==> src/rtl/core/hash_table_quadratic_probe_unit_defines.svh <==
// Assertion macros shared by the hash table probe unit RTL.
`ifndef HASH_TABLE_QUADRATIC_PROBE_UNIT_DEFINES_SVH
`define HASH_TABLE_QUADRATIC_PROBE_UNIT_DEFINES_SVH
`ifndef SYNTHESIS
// Clocked check, switched off while reset is held.
`define HQP_ASSERT(lbl, clk, rst_n, prop) \
    lbl: assert property (@(posedge clk) disable iff (!rst_n) prop) \
        else $error("hqp check failed");
// Clocked check that also runs through reset.
`define HQP_ASSERT_ALWAYS(lbl, clk, prop) \
    lbl: assert property (@(posedge clk) prop) \
        else $error("hqp check failed");
`else
`define HQP_ASSERT(lbl, clk, rst_n, prop)
`define HQP_ASSERT_ALWAYS(lbl, clk, prop)
`endif
`endif

==> src/rtl/core/hqp_pkg.sv <==
// Shared constants and codes for the hash table probe unit.
`default_nettype none
package hqp_pkg;

    localparam int TABLE_SIZE_DEF = 31;
    localparam int Q_DEPTH_DEF    = 2;

    localparam int FUNC_W      = 1;
    localparam int KEY_W       = 31;
    localparam int VALUE_W     = 32;
    localparam int STATUS_W    = 3;
    localparam int SLOT_PORT_W = 5;
    localparam int ENTRIES_W   = 5;

    // key reduction: CHUNK_W key bits folded per cycle
    localparam int CHUNK_W    = 8;
    localparam int KEY_CHUNKS = (KEY_W + CHUNK_W - 1) / CHUNK_W;
    localparam int KEY_PAD_W  = KEY_CHUNKS * CHUNK_W;

    localparam logic [FUNC_W-1:0] FN_SEARCH = 1'b0;
    localparam logic [FUNC_W-1:0] FN_INSERT = 1'b1;

    localparam logic [STATUS_W-1:0] ST_FOUND    = 3'd0;
    localparam logic [STATUS_W-1:0] ST_MISS     = 3'd1;
    localparam logic [STATUS_W-1:0] ST_INSERTED = 3'd2;
    localparam logic [STATUS_W-1:0] ST_UPDATED  = 3'd3;
    localparam logic [STATUS_W-1:0] ST_FULL     = 3'd4;

endpackage
`default_nettype wire

==> src/rtl/core/hqp_front.sv <==
// Front end: takes requests and reduces the key to its home slot.
`default_nettype none
module hqp_front #(
    parameter int TABLE_SIZE = hqp_pkg::TABLE_SIZE_DEF
) (
    input  logic                        i_clk,
    input  logic                        i_rst_n,
    input  logic                        i_hold,
    input  logic                        i_valid,
    output logic                        o_stall,
    input  logic [hqp_pkg::FUNC_W-1:0]  i_func,
    input  logic [hqp_pkg::KEY_W-1:0]   i_key,
    input  logic [hqp_pkg::VALUE_W-1:0] i_value,
    output logic                        o_push,
    input  logic                        i_q_full,
    output logic [hqp_pkg::FUNC_W-1:0]  o_func,
    output logic [hqp_pkg::KEY_W-1:0]   o_key,
    output logic [hqp_pkg::VALUE_W-1:0] o_value,
    output logic [$clog2(TABLE_SIZE)-1:0] o_home
);
    import hqp_pkg::*;

    localparam int SLOT_W  = $clog2(TABLE_SIZE);
    localparam int SLOT_WE = SLOT_W + 1;
    localparam int STEP_W  = (KEY_CHUNKS > 1) ? $clog2(KEY_CHUNKS) : 1;
    localparam logic [SLOT_WE-1:0] T_EXT = SLOT_WE'(TABLE_SIZE);

    typedef enum logic [2:0] {
        FR_IDLE = 3'b001,
        FR_CALC = 3'b010,
        FR_PUSH = 3'b100
    } t_front_state;

    t_front_state r_state, n_state;
    logic [FUNC_W-1:0]    r_func, n_func;
    logic [KEY_W-1:0]     r_key, n_key;
    logic [VALUE_W-1:0]   r_value, n_value;
    logic [KEY_PAD_W-1:0] r_bits, n_bits;
    logic [SLOT_W-1:0]    r_rem, n_rem;
    logic [STEP_W-1:0]    r_step, n_step;

    logic                 w_accept;
    logic [SLOT_W-1:0]    w_rem;
    logic [SLOT_WE-1:0]   w_t;

    assign o_stall  = i_hold || !((r_state == FR_IDLE) || ((r_state == FR_PUSH) && !i_q_full));
    assign w_accept = i_valid && !o_stall;
    assign o_push   = (r_state == FR_PUSH) && !i_q_full;
    assign o_func   = r_func;
    assign o_key    = r_key;
    assign o_value  = r_value;
    assign o_home   = r_rem;

    // remainder = (2*rem + bit) mod TABLE_SIZE, MSB first over one chunk
    always_comb begin
        w_rem = r_rem;
        w_t   = '0;
        for (int i = 0; i < CHUNK_W; i++) begin
            w_t = {w_rem, r_bits[KEY_PAD_W-1-i]};
            if (w_t >= T_EXT) begin
                w_t = w_t - T_EXT;
            end
            w_rem = w_t[SLOT_W-1:0];
        end
    end

    always_comb begin
        n_state = r_state;
        n_func  = r_func;
        n_key   = r_key;
        n_value = r_value;
        n_bits  = r_bits;
        n_rem   = r_rem;
        n_step  = r_step;
        case (r_state)
            FR_IDLE: begin
                n_state = FR_IDLE;
            end
            FR_CALC: begin
                n_bits = r_bits << CHUNK_W;
                n_rem  = w_rem;
                n_step = r_step + STEP_W'(1);
                if (r_step == STEP_W'(KEY_CHUNKS - 1)) begin
                    n_state = FR_PUSH;
                end
            end
            FR_PUSH: begin
                if (o_push) begin
                    n_state = FR_IDLE;
                end
            end
            default: begin
                n_state = FR_IDLE;
            end
        endcase
        if (w_accept) begin
            n_state = FR_CALC;
            n_func  = i_func;
            n_key   = i_key;
            n_value = i_value;
            n_bits  = KEY_PAD_W'(i_key);
            n_rem   = '0;
            n_step  = '0;
        end
    end

    always_ff @(posedge i_clk) begin
        if (!i_rst_n) begin
            r_state <= FR_IDLE;
        end else begin
            r_state <= n_state;
        end
    end

    always_ff @(posedge i_clk) begin
        r_func  <= n_func;
        r_key   <= n_key;
        r_value <= n_value;
        r_bits  <= n_bits;
        r_rem   <= n_rem;
        r_step  <= n_step;
    end

endmodule
`default_nettype wire

==> src/rtl/core/hqp_queue.sv <==
// Small FIFO between the front end and the probe engine.
`default_nettype none
module hqp_queue #(
    parameter int WIDTH = 1,
    parameter int DEPTH = hqp_pkg::Q_DEPTH_DEF
) (
    input  logic             i_clk,
    input  logic             i_rst_n,
    input  logic             i_push,
    input  logic [WIDTH-1:0] i_wdata,
    output logic             o_full,
    input  logic             i_pop,
    output logic [WIDTH-1:0] o_rdata,
    output logic             o_empty
);
    import hqp_pkg::*;

    localparam int PTR_W = (DEPTH > 1) ? $clog2(DEPTH) : 1;
    localparam int CNT_W = $clog2(DEPTH + 1);

    logic [WIDTH-1:0] r_mem [DEPTH];
    logic [PTR_W-1:0] r_wr_ptr, n_wr_ptr;
    logic [PTR_W-1:0] r_rd_ptr, n_rd_ptr;
    logic [CNT_W-1:0] r_cnt, n_cnt;
    logic             w_do_push, w_do_pop;

    assign o_full    = (r_cnt == CNT_W'(DEPTH));
    assign o_empty   = (r_cnt == '0);
    assign o_rdata   = r_mem[r_rd_ptr];
    assign w_do_push = i_push && !o_full;
    assign w_do_pop  = i_pop && !o_empty;

    always_comb begin
        n_wr_ptr = r_wr_ptr;
        n_rd_ptr = r_rd_ptr;
        n_cnt    = r_cnt;
        if (w_do_push) begin
            n_wr_ptr = (r_wr_ptr == PTR_W'(DEPTH - 1)) ? '0 : r_wr_ptr + PTR_W'(1);
        end
        if (w_do_pop) begin
            n_rd_ptr = (r_rd_ptr == PTR_W'(DEPTH - 1)) ? '0 : r_rd_ptr + PTR_W'(1);
        end
        if (w_do_push && !w_do_pop) begin
            n_cnt = r_cnt + CNT_W'(1);
        end else if (w_do_pop && !w_do_push) begin
            n_cnt = r_cnt - CNT_W'(1);
        end
    end

    always_ff @(posedge i_clk) begin
        if (!i_rst_n) begin
            r_wr_ptr <= '0;
            r_rd_ptr <= '0;
            r_cnt    <= '0;
        end else begin
            r_wr_ptr <= n_wr_ptr;
            r_rd_ptr <= n_rd_ptr;
            r_cnt    <= n_cnt;
        end
    end

    always_ff @(posedge i_clk) begin
        if (w_do_push) begin
            r_mem[r_wr_ptr] <= i_wdata;
        end
    end

endmodule
`default_nettype wire

==> src/rtl/core/hqp_back.sv <==
// Probe engine: key/value memories, quadratic probe walk and result register.
`default_nettype none
`include "hash_table_quadratic_probe_unit_defines.svh"
module hqp_back #(
    parameter int TABLE_SIZE = hqp_pkg::TABLE_SIZE_DEF
) (
    input  logic                            i_clk,
    input  logic                            i_rst_n,
    output logic                            o_clearing,
    input  logic                            i_q_empty,
    output logic                            o_pop,
    input  logic [hqp_pkg::FUNC_W-1:0]      i_func,
    input  logic [hqp_pkg::KEY_W-1:0]       i_key,
    input  logic [hqp_pkg::VALUE_W-1:0]     i_value,
    input  logic [$clog2(TABLE_SIZE)-1:0]   i_home,
    output logic                            o_valid,
    input  logic                            i_stall,
    output logic [hqp_pkg::STATUS_W-1:0]    o_status,
    output logic [hqp_pkg::SLOT_PORT_W-1:0] o_slot,
    output logic [hqp_pkg::VALUE_W-1:0]     o_stored_value,
    output logic [hqp_pkg::ENTRIES_W-1:0]   o_entries
);
    import hqp_pkg::*;

    localparam int SLOT_W  = $clog2(TABLE_SIZE);
    localparam int SLOT_WE = SLOT_W + 1;
    localparam int CNT_W   = $clog2(TABLE_SIZE + 1);
    localparam logic [SLOT_WE-1:0] T_EXT   = SLOT_WE'(TABLE_SIZE);
    localparam logic [SLOT_W-1:0]  T_LAST  = SLOT_W'(TABLE_SIZE - 1);
    localparam logic [SLOT_W-1:0]  STEP2   = SLOT_W'(2);

    typedef enum logic [3:0] {
        BK_CLEAR = 4'b0001,
        BK_IDLE  = 4'b0010,
        BK_READ  = 4'b0100,
        BK_CHECK = 4'b1000
    } t_back_state;

    function automatic logic [SLOT_W-1:0] f_mod_add(input logic [SLOT_W-1:0] a,
                                                   input logic [SLOT_W-1:0] b);
        logic [SLOT_WE-1:0] s;
        s = {1'b0, a} + {1'b0, b};
        if (s >= T_EXT) begin
            s = s - T_EXT;
        end
        return s[SLOT_W-1:0];
    endfunction

    function automatic logic [SLOT_W-1:0] f_mod_sub(input logic [SLOT_W-1:0] a,
                                                   input logic [SLOT_W-1:0] b);
        logic [SLOT_WE-1:0] s;
        if (a >= b) begin
            s = {1'b0, a} - {1'b0, b};
        end else begin
            s = {1'b0, a} + T_EXT - {1'b0, b};
        end
        return s[SLOT_W-1:0];
    endfunction

    logic [KEY_W-1:0]   r_key_mem [TABLE_SIZE];
    logic [VALUE_W-1:0] r_val_mem [TABLE_SIZE];

    t_back_state        r_state, n_state;
    logic [SLOT_W-1:0]  r_addr, n_addr;
    logic [SLOT_W-1:0]  r_cnt, n_cnt;
    logic [SLOT_W-1:0]  r_sq, n_sq;
    logic [SLOT_W-1:0]  r_add, n_add;
    logic [SLOT_W-1:0]  r_home, n_home;
    logic [FUNC_W-1:0]  r_func, n_func;
    logic [KEY_W-1:0]   r_key, n_key;
    logic [VALUE_W-1:0] r_value, n_value;
    logic [KEY_W-1:0]   r_rd_key;
    logic [VALUE_W-1:0] r_rd_val;
    logic [CNT_W-1:0]   r_count, n_count;

    logic               r_out_valid, n_out_valid;
    logic [STATUS_W-1:0] r_out_status, n_out_status;
    logic [SLOT_W-1:0]  r_out_slot, n_out_slot;
    logic [VALUE_W-1:0] r_out_val, n_out_val;
    logic [CNT_W-1:0]   r_out_entries, n_out_entries;

    logic               w_out_free, w_out_load;
    logic               w_hit, w_empty, w_last;
    logic               w_key_we, w_val_we;
    logic [KEY_W-1:0]   w_key_wd;
    logic [SLOT_W-1:0]  w_sq_next;

    assign o_clearing     = (r_state == BK_CLEAR);
    assign o_valid        = r_out_valid;
    assign o_status       = r_out_status;
    assign o_slot         = SLOT_PORT_W'(r_out_slot);
    assign o_stored_value = r_out_val;
    assign o_entries      = ENTRIES_W'(r_out_entries);

    assign w_out_free = !r_out_valid || !i_stall;
    assign w_hit      = (r_rd_key == r_key);
    assign w_empty    = (r_rd_key == '0);
    assign w_last     = (r_cnt == T_LAST);
    assign w_sq_next  = f_mod_add(r_sq, r_add);

    always_comb begin
        n_state       = r_state;
        n_addr        = r_addr;
        n_cnt         = r_cnt;
        n_sq          = r_sq;
        n_add         = r_add;
        n_home        = r_home;
        n_func        = r_func;
        n_key         = r_key;
        n_value       = r_value;
        n_count       = r_count;
        n_out_status  = r_out_status;
        n_out_slot    = r_out_slot;
        n_out_val     = r_out_val;
        n_out_entries = r_out_entries;
        w_out_load    = 1'b0;
        w_key_we      = 1'b0;
        w_val_we      = 1'b0;
        w_key_wd      = r_key;
        o_pop         = 1'b0;
        case (r_state)
            BK_CLEAR: begin
                w_key_we = 1'b1;
                w_key_wd = '0;
                if (r_addr == T_LAST) begin
                    n_addr  = '0;
                    n_state = BK_IDLE;
                end else begin
                    n_addr = r_addr + SLOT_W'(1);
                end
            end
            BK_IDLE: begin
                if (!i_q_empty) begin
                    if (i_key == '0) begin
                        // reserved key: answer a miss without touching the table
                        if (w_out_free) begin
                            o_pop         = 1'b1;
                            w_out_load    = 1'b1;
                            n_out_status  = ST_MISS;
                            n_out_slot    = '0;
                            n_out_val     = '0;
                            n_out_entries = r_count;
                        end
                    end else begin
                        o_pop   = 1'b1;
                        n_func  = i_func;
                        n_key   = i_key;
                        n_value = i_value;
                        n_home  = i_home;
                        n_addr  = i_home;
                        n_cnt   = '0;
                        n_sq    = '0;
                        n_add   = SLOT_W'(1);
                        n_state = BK_READ;
                    end
                end
            end
            BK_READ: begin
                n_state = BK_CHECK;
            end
            BK_CHECK: begin
                if (w_hit || w_empty || w_last) begin
                    if (w_out_free) begin
                        w_out_load    = 1'b1;
                        n_state       = BK_IDLE;
                        n_out_status  = ST_MISS;
                        n_out_slot    = '0;
                        n_out_val     = '0;
                        n_out_entries = r_count;
                        if (r_func == FN_SEARCH) begin
                            if (w_hit) begin
                                n_out_status = ST_FOUND;
                                n_out_slot   = r_addr;
                                n_out_val    = r_rd_val;
                            end
                        end else if (w_hit) begin
                            w_val_we     = 1'b1;
                            n_out_status = ST_UPDATED;
                            n_out_slot   = r_addr;
                            n_out_val    = r_value;
                        end else if (w_empty) begin
                            w_key_we      = 1'b1;
                            w_val_we      = 1'b1;
                            n_count       = r_count + CNT_W'(1);
                            n_out_status  = ST_INSERTED;
                            n_out_slot    = r_addr;
                            n_out_val     = r_value;
                            n_out_entries = r_count + CNT_W'(1);
                        end else begin
                            n_out_status = ST_FULL;
                        end
                    end
                end else begin
                    // next probe: +k*k after an even probe number, -k*k after an odd one
                    n_cnt   = r_cnt + SLOT_W'(1);
                    n_state = BK_READ;
                    if (!r_cnt[0]) begin
                        n_sq   = w_sq_next;
                        n_add  = f_mod_add(r_add, STEP2);
                        n_addr = f_mod_add(r_home, w_sq_next);
                    end else begin
                        n_addr = f_mod_sub(r_home, r_sq);
                    end
                end
            end
            default: begin
                n_state = BK_IDLE;
            end
        endcase
        if (w_out_load) begin
            n_out_valid = 1'b1;
        end else if (!i_stall) begin
            n_out_valid = 1'b0;
        end else begin
            n_out_valid = r_out_valid;
        end
    end

    always_ff @(posedge i_clk) begin
        if (!i_rst_n) begin
            r_state     <= BK_CLEAR;
            r_addr      <= '0;
            r_count     <= '0;
            r_out_valid <= 1'b0;
        end else begin
            r_state     <= n_state;
            r_addr      <= n_addr;
            r_count     <= n_count;
            r_out_valid <= n_out_valid;
        end
    end

    always_ff @(posedge i_clk) begin
        r_cnt         <= n_cnt;
        r_sq          <= n_sq;
        r_add         <= n_add;
        r_home        <= n_home;
        r_func        <= n_func;
        r_key         <= n_key;
        r_value       <= n_value;
        r_out_status  <= n_out_status;
        r_out_slot    <= n_out_slot;
        r_out_val     <= n_out_val;
        r_out_entries <= n_out_entries;
    end

    always_ff @(posedge i_clk) begin
        if (w_key_we) begin
            r_key_mem[r_addr] <= w_key_wd;
        end
        r_rd_key <= r_key_mem[r_addr];
    end

    always_ff @(posedge i_clk) begin
        if (w_val_we) begin
            r_val_mem[r_addr] <= r_value;
        end
        r_rd_val <= r_val_mem[r_addr];
    end

    `HQP_ASSERT_ALWAYS(a_reset_clears, i_clk, !i_rst_n |=> (r_state == BK_CLEAR) && !r_out_valid)
    `HQP_ASSERT(a_count_bound, i_clk, i_rst_n, r_count <= CNT_W'(TABLE_SIZE))
    `HQP_ASSERT(a_no_pop_clear, i_clk, i_rst_n, (r_state == BK_CLEAR) |-> !o_pop)
    `HQP_ASSERT(a_insert_counts, i_clk, i_rst_n, w_out_load && (n_out_status == ST_INSERTED) |=> (r_count == $past(r_count) + CNT_W'(1)))
    `HQP_ASSERT(a_key_write_ok, i_clk, i_rst_n, w_key_we |-> (r_state == BK_CLEAR) || w_out_load)

endmodule
`default_nettype wire

==> src/rtl/core/hash_table_quadratic_probe_unit.sv <==
// Top level of the open-addressing hash table with quadratic probing.
`default_nettype none
// Each request searches for or inserts a nonzero key; one result comes back per request.
// The front end takes a request and folds the key to key mod TABLE_SIZE (8 key
// bits per cycle), then hands it to the probe engine through a
// small queue, so it can start on the next request while earlier ones are probed.
// The probe engine picks up a request, then for each probe reads the key memory
// and compares (registered key memory read, then compare), visiting p slots,
// p between 1 and TABLE_SIZE; a zero key is answered with a miss at pick-up.
// After reset the
// key memory is cleared one slot per cycle, with o_stall high.
module hash_table_quadratic_probe_unit #(
    parameter int TABLE_SIZE = hqp_pkg::TABLE_SIZE_DEF,
    parameter int Q_DEPTH    = hqp_pkg::Q_DEPTH_DEF
) (
    input  logic                            i_clk,
    input  logic                            i_rst_n,
    input  logic                            i_valid,
    output logic                            o_stall,
    input  logic [hqp_pkg::FUNC_W-1:0]      i_func,
    input  logic [hqp_pkg::KEY_W-1:0]       i_key,
    input  logic [hqp_pkg::VALUE_W-1:0]     i_value,
    output logic                            o_valid,
    input  logic                            i_stall,
    output logic [hqp_pkg::STATUS_W-1:0]    o_status,
    output logic [hqp_pkg::SLOT_PORT_W-1:0] o_slot,
    output logic [hqp_pkg::VALUE_W-1:0]     o_stored_value,
    output logic [hqp_pkg::ENTRIES_W-1:0]   o_entries
);
    import hqp_pkg::*;

    localparam int SLOT_W = $clog2(TABLE_SIZE);
    localparam int Q_W    = FUNC_W + KEY_W + VALUE_W + SLOT_W;

    logic                w_clearing;
    logic                w_push, w_q_full, w_pop, w_q_empty;
    logic [FUNC_W-1:0]   w_f_func, w_b_func;
    logic [KEY_W-1:0]    w_f_key, w_b_key;
    logic [VALUE_W-1:0]  w_f_value, w_b_value;
    logic [SLOT_W-1:0]   w_f_home, w_b_home;
    logic [Q_W-1:0]      w_q_wdata, w_q_rdata;

    assign w_q_wdata = {w_f_func, w_f_key, w_f_value, w_f_home};
    assign {w_b_func, w_b_key, w_b_value, w_b_home} = w_q_rdata;

    hqp_front #(
        .TABLE_SIZE (TABLE_SIZE)
    ) u_front (
        .i_clk    (i_clk),
        .i_rst_n  (i_rst_n),
        .i_hold   (w_clearing),
        .i_valid  (i_valid),
        .o_stall  (o_stall),
        .i_func   (i_func),
        .i_key    (i_key),
        .i_value  (i_value),
        .o_push   (w_push),
        .i_q_full (w_q_full),
        .o_func   (w_f_func),
        .o_key    (w_f_key),
        .o_value  (w_f_value),
        .o_home   (w_f_home)
    );

    hqp_queue #(
        .WIDTH (Q_W),
        .DEPTH (Q_DEPTH)
    ) u_queue (
        .i_clk   (i_clk),
        .i_rst_n (i_rst_n),
        .i_push  (w_push),
        .i_wdata (w_q_wdata),
        .o_full  (w_q_full),
        .i_pop   (w_pop),
        .o_rdata (w_q_rdata),
        .o_empty (w_q_empty)
    );

    hqp_back #(
        .TABLE_SIZE (TABLE_SIZE)
    ) u_back (
        .i_clk          (i_clk),
        .i_rst_n        (i_rst_n),
        .o_clearing     (w_clearing),
        .i_q_empty      (w_q_empty),
        .o_pop          (w_pop),
        .i_func         (w_b_func),
        .i_key          (w_b_key),
        .i_value        (w_b_value),
        .i_home         (w_b_home),
        .o_valid        (o_valid),
        .i_stall        (i_stall),
        .o_status       (o_status),
        .o_slot         (o_slot),
        .o_stored_value (o_stored_value),
        .o_entries      (o_entries)
    );

endmodule
`default_nettype wire

==> config.mk <==
export PLATFORM = sky130hd
export DESIGN_NAME = hash_table_quadratic_probe_unit
export DESIGN_NICKNAME = d
export VERILOG_FILES = /design/src/rtl/core/hqp_pkg.sv /design/src/rtl/core/hqp_front.sv /design/src/rtl/core/hqp_queue.sv /design/src/rtl/core/hqp_back.sv /design/src/rtl/core/hash_table_quadratic_probe_unit.sv
export VERILOG_INCLUDE_DIRS = /design/src /design/src/rtl/core
export SDC_FILE = /design/constraint.sdc
export NUM_CORES = 2
export LEC_CHECK = 0
export ABC_CLOCK_PERIOD_IN_PS = 8500
export BUFFER_PORTS_ARGS = -buffer_cell sky130_fd_sc_hd__buf_4
export CAP_MARGIN = 20
export CORE_ASPECT_RATIO = 1.4
export CORE_MARGIN = 2
export CORE_UTILIZATION = 55
export DETAILED_ROUTE_END_ITERATION = 16
export PLACE_DENSITY = 0.73
export SLEW_MARGIN = 20
export SYNTH_ARGS = -nofsm -noshare
export SYNTH_HDL_FRONTEND = slang
export SYNTH_SLANG_ARGS = --single-unit
==> constraint.sdc <==
create_clock -name i_clk -period 8.5 [get_ports i_clk]
set_input_delay 0.425 -clock i_clk [delete_from_list [all_inputs] [get_ports i_clk]]
set_output_delay 0.425 -clock i_clk [all_outputs]
set_load 0.05 [all_outputs]
==> results.json <==
{
  "status": "complete, no violations",
  "crit_slowest_cell": "or3_1",
  "place_hpwl_um": 126000,
  "first_global_vias": 47700,
  "io_buffers": 114,
  "grt_pass1_wl_um": 329000,
  "num_rows": 177,
  "gp_congestion": 0.853,
  "numCtsBuffers": 208,
  "crit_path_start_kind": "register",
  "synth_top_family_by_area": "multiplexers",
  "synth_mux_area_share_pct": 12.6,
  "finalHoldViolations": 0,
  "rr_endpoint": "u_front.o_home[3]",
  "leakagePower_nw": 33.5,
  "hold_end": "u_back.o_valid",
  "grt_overflow": 0,
  "die_w_um": 350,
  "via_per_inst": 6.41,
  "vias": 47100,
  "synthesis.area_um2": 92200,
  "dp_cells": 6879,
  "clock_latency_ns": 0.89,
  "powerDensity_nw_per_um2": 266,
  "ant_nets": 0,
  "io_pins": 115,
  "min-delay-start": "i_stall",
  "cts_tree": "built",
  "drive_above_1_share_pct": 23.9,
  "max_freq_mhz": 128,
  "antenna_found_initial": 4,
  "fin_cells": 7343,
  "synthXorXnorAreaFrac_pct": 0.768,
  "netlist_instances": 4607,
  "cp-end-kind": "register",
  "clock-sinks": 2409,
  "post-route-min-period_ns": 7.80,
  "crit_fanout": 9,
  "initial_utilization_pct": 55.5,
  "reg2reg_depth": 37,
  "finalWirelength_um": 229000,
  "slowest_delay_ns": 0.36,
  "drv_slew": 0,
  "avgRoutedWirePerCell_um": 31.2,
  "nets": 5031,
  "hold_depth": 3,
  "maxCapViolCount": 0,
  "synth_edf_count": 2315,
  "synth_cell_types": 89,
  "tightest_slew_ns": 1.13,
  "r2r-start": "u_front.r_bits[31]",
  "synth_async_sr_flop_share_pct": 0,
  "path_class": "register to register",
  "dr.pass1.iters": 7,
  "synth_compound_area_share_pct": 4.06,
  "peakVddDrop_mv": 0.675,
  "cts_root_buf": "clkbuf_16",
  "ys.flop_type": "edfxtp_1",
  "synth_fa_ha_area_share_pct": 0.602,
  "stdcell_area_um2": 105000,
  "clockBufferDepth": 3,
  "synthSimpleGateAreaFrac_pct": 3.38,
  "synth_warnings": 0,
  "grt_max_degree": 169,
  "die_h_um": 489,
  "period_share_pct": 91.7,
  "worst_slew_margin_rel_pct": 24.6,
  "crit_required_ns": 9.22,
  "area_growth_pct": 13.5,
  "drc": 0,
  "drt_iter0_drc": 6030,
  "grt_util_all_layers_pct": 27.1,
  "path_clk_slew_ns": 0.06,
  "hold_class": "input port to register",
  "htreeDepth": 4,
  "fin_worst_skew_ns": 0.0594,
  "ff2ff_setup_slack_ns": 0.70,
  "avgSynthCellArea_um2": 20.0,
  "seq_area_frac_synth_pct": 77.4,
  "arrival_ns": 8.51,
  "design.core.area_um2": 166000,
  "setup_viol": 0,
  "placed_area_um2": 96900,
  "die_area_um2": 171000,
  "hold_ws_ns": 0.0742,
  "synth-seq-cells": 2409,
  "synth_fp_nets": 4717
}
cell usage after synthesis, types with 4 or more instances:
cell / instances / area, µm²
a2111oi_0: 9 / 78.8
a211oi_1: 4 / 30.0
a21boi_0: 5 / 37.5
a21o_1: 9 / 67.6
a21oi_1: 38 / 190
a222oi_1: 5 / 50.1
a22oi_1: 257 / 1930
a31oi_1: 8 / 50.1
and2_1: 33 / 206
and3_1: 19 / 119
buf_1: 58 / 218
buf_2: 6 / 30.0
buf_6: 6 / 67.6
clkbuf_1: 166 / 623
dfxtp_1: 94 / 1880
edfxtp_1: 2315 / 69500
fa_1: 4 / 80.1
ha_1: 38 / 475
inv_1: 31 / 116
mux2_2: 78 / 878
mux2i_1: 150 / 1500
mux4_2: 407 / 9170
nand2_1: 213 / 800
nand2b_1: 8 / 50.1
nand3_1: 29 / 145
nand3b_1: 11 / 82.6
nand4_1: 64 / 400
nor2_1: 138 / 518
nor2b_1: 44 / 275
nor3_1: 24 / 120
nor4_1: 22 / 138
nor4b_1: 4 / 35.0
o211a_1: 4 / 40.0
o211ai_1: 9 / 67.6
o211ai_2: 4 / 50.1
o21a_1: 5 / 37.5
o21ai_0: 92 / 460
o21ai_1: 6 / 30.0
o221ai_1: 7 / 61.3
o22ai_1: 30 / 188
or2_1: 5 / 31.3
or3_1: 6 / 37.5
xnor2_1: 45 / 394
xor2_1: 34 / 298
cells in the final DEF (no fill, tap or decap), types with 7 or more instances in the layout:
cell / instances
inv_1: 30
nor2b_1: 34
dfxtp_1: 90
a2111oi_0: 9
nor2_4: 60
buf_4: 266
xor2_1: 33
nor2_1: 78
clkinvlp_4: 14
nand4_1: 64
xnor2_1: 42
edfxtp_1: 2315
clkbuf_8: 15
mux4_2: 407
nor3_1: 23
nand3_1: 29
o21ai_0: 92
clkbuf_16: 209
nand2b_1: 8
a21o_1: 9
ha_1: 34
dlygate4sd3_1: 66
nand2_1: 213
bufinv_16: 26
nor4_1: 22
mux2i_1: 150
clkinv_1: 29
and3_1: 16
a21oi_1: 36
a31oi_1: 8
mux2_2: 78
o211ai_1: 9
clkinv_2: 42
and2_1: 28
clkbuf_1: 36
nand3b_1: 11
o22ai_1: 30
o221ai_1: 7
a22oi_1: 257
per-stage QoR:
step | utilization (%) | worst slack [ns] | total power [mW] | TNS, ns
after floorplan | - | 0.653 | 17.0 | 0
after global placement | 58.2 | -0.00743 | 18.1 | -0.00743
after detailed placement | 58.2 | -0.0108 | 18.2 | -0.0108
after CTS | 62.9 | 0.0925 | 27.9 | 0
after global routing | 63.0 | -0.0181 | 28.7 | -0.0181
final | 63.0 | 0.703 | 27.8 | 0
power by group:
| part | switching [mW] | internal [mW] | total [mW] | leakage [nW] |
|---|---|---|---|---|
| combinational | 2.72 | 1.82 | 4.54 | 7.71 |
| clock | 4.31 | 5.48 | 9.79 | 3.45 |
| sequential | 0.169 | 13.3 | 13.5 | 22.4 |
| total | 7.20 | 20.6 | 27.8 | 33.5 |
kinds of logic after synthesis:
logic type               after synthesis
buffers and inverters                269
multiplexers                         641
AO/OA/AOI/OAI                        527
XOR/XNOR                              80
flip-flops                          2409
AND/OR/NAND/NOR                      639
adder cells (fa/ha/maj)               42
worst max path at each step:
stage / start / to / slack [ns]
finish: u_front.r_bits[31] / u_front.o_home[3] / 0.70
detailed placement: u_front.o_home[3] / u_front.o_home[3] / -0.01
floorplan: u_front.o_home[0] / u_front.o_home[3] / 0.65
CTS: u_front.r_bits[31] / u_front.o_home[3] / 0.09
global placement: u_front.o_home[3] / u_front.o_home[3] / -0.007
global route: u_front.r_bits[31] / u_front.o_home[3] / -0.02
layer usage:
| layer | track usage, % | wire (µm) | up-vias |
|---|---|---|---|
| li1 | - | - | 19500 |
| met1 | 33.9 | 79600 | 24500 |
| met2 | 46.2 | 118000 | 2598 |
| met3 | 4.61 | 19700 | 523 |
| met4 | 12.7 | 11800 | 4 |
| met5 | 0 | 24 | - |
layout make-up:
class,count,area (µm²)
sequential,2409,71400
fill,11000,61600
multi-input combinational,1929,20400
clock buffer,260,5570
timing repair buffer,341,2870
tap,2237,2800
clock inverter,132,1530
inverter,32,123
antenna,3,7.51
worst max-delay path, delay by kind of cell, from the launching register on:
kind	cells	cell delay, ns
flops	1	0.32
xor+xnor	7	1.24
mux	1	0.22
fa+ha+maj	8	1.91
compound gates	14	2.85
simple gates	6	1.08
buf+inv	1	0.07
sequential cells by signal, indices dropped and copies added (netlist names), 31 cells and up, named ones only:
register               count
u_back.r_rd_val           32
u_back.r_key              31
u_front.r_bits            32
u_back.r_value            32
u_back.r_key_mem         961
u_front.o_value           32
u_back.o_stored_value     32
u_back.r_rd_key           31
u_back.r_val_mem         992
u_queue.r_mem            138
u_front.o_key             31
what timing repair did:
action                                  in CTS  in global routing
endpoints found under the setup margin       2                  5
pin swaps                                    0                  4
hold endpoints to repair                   117                  0
gates resized for setup                      3                 11
hold buffers                                66                  0
setup buffers                                0                  3
No activity file was read; power rests on OpenSTA's default activity.
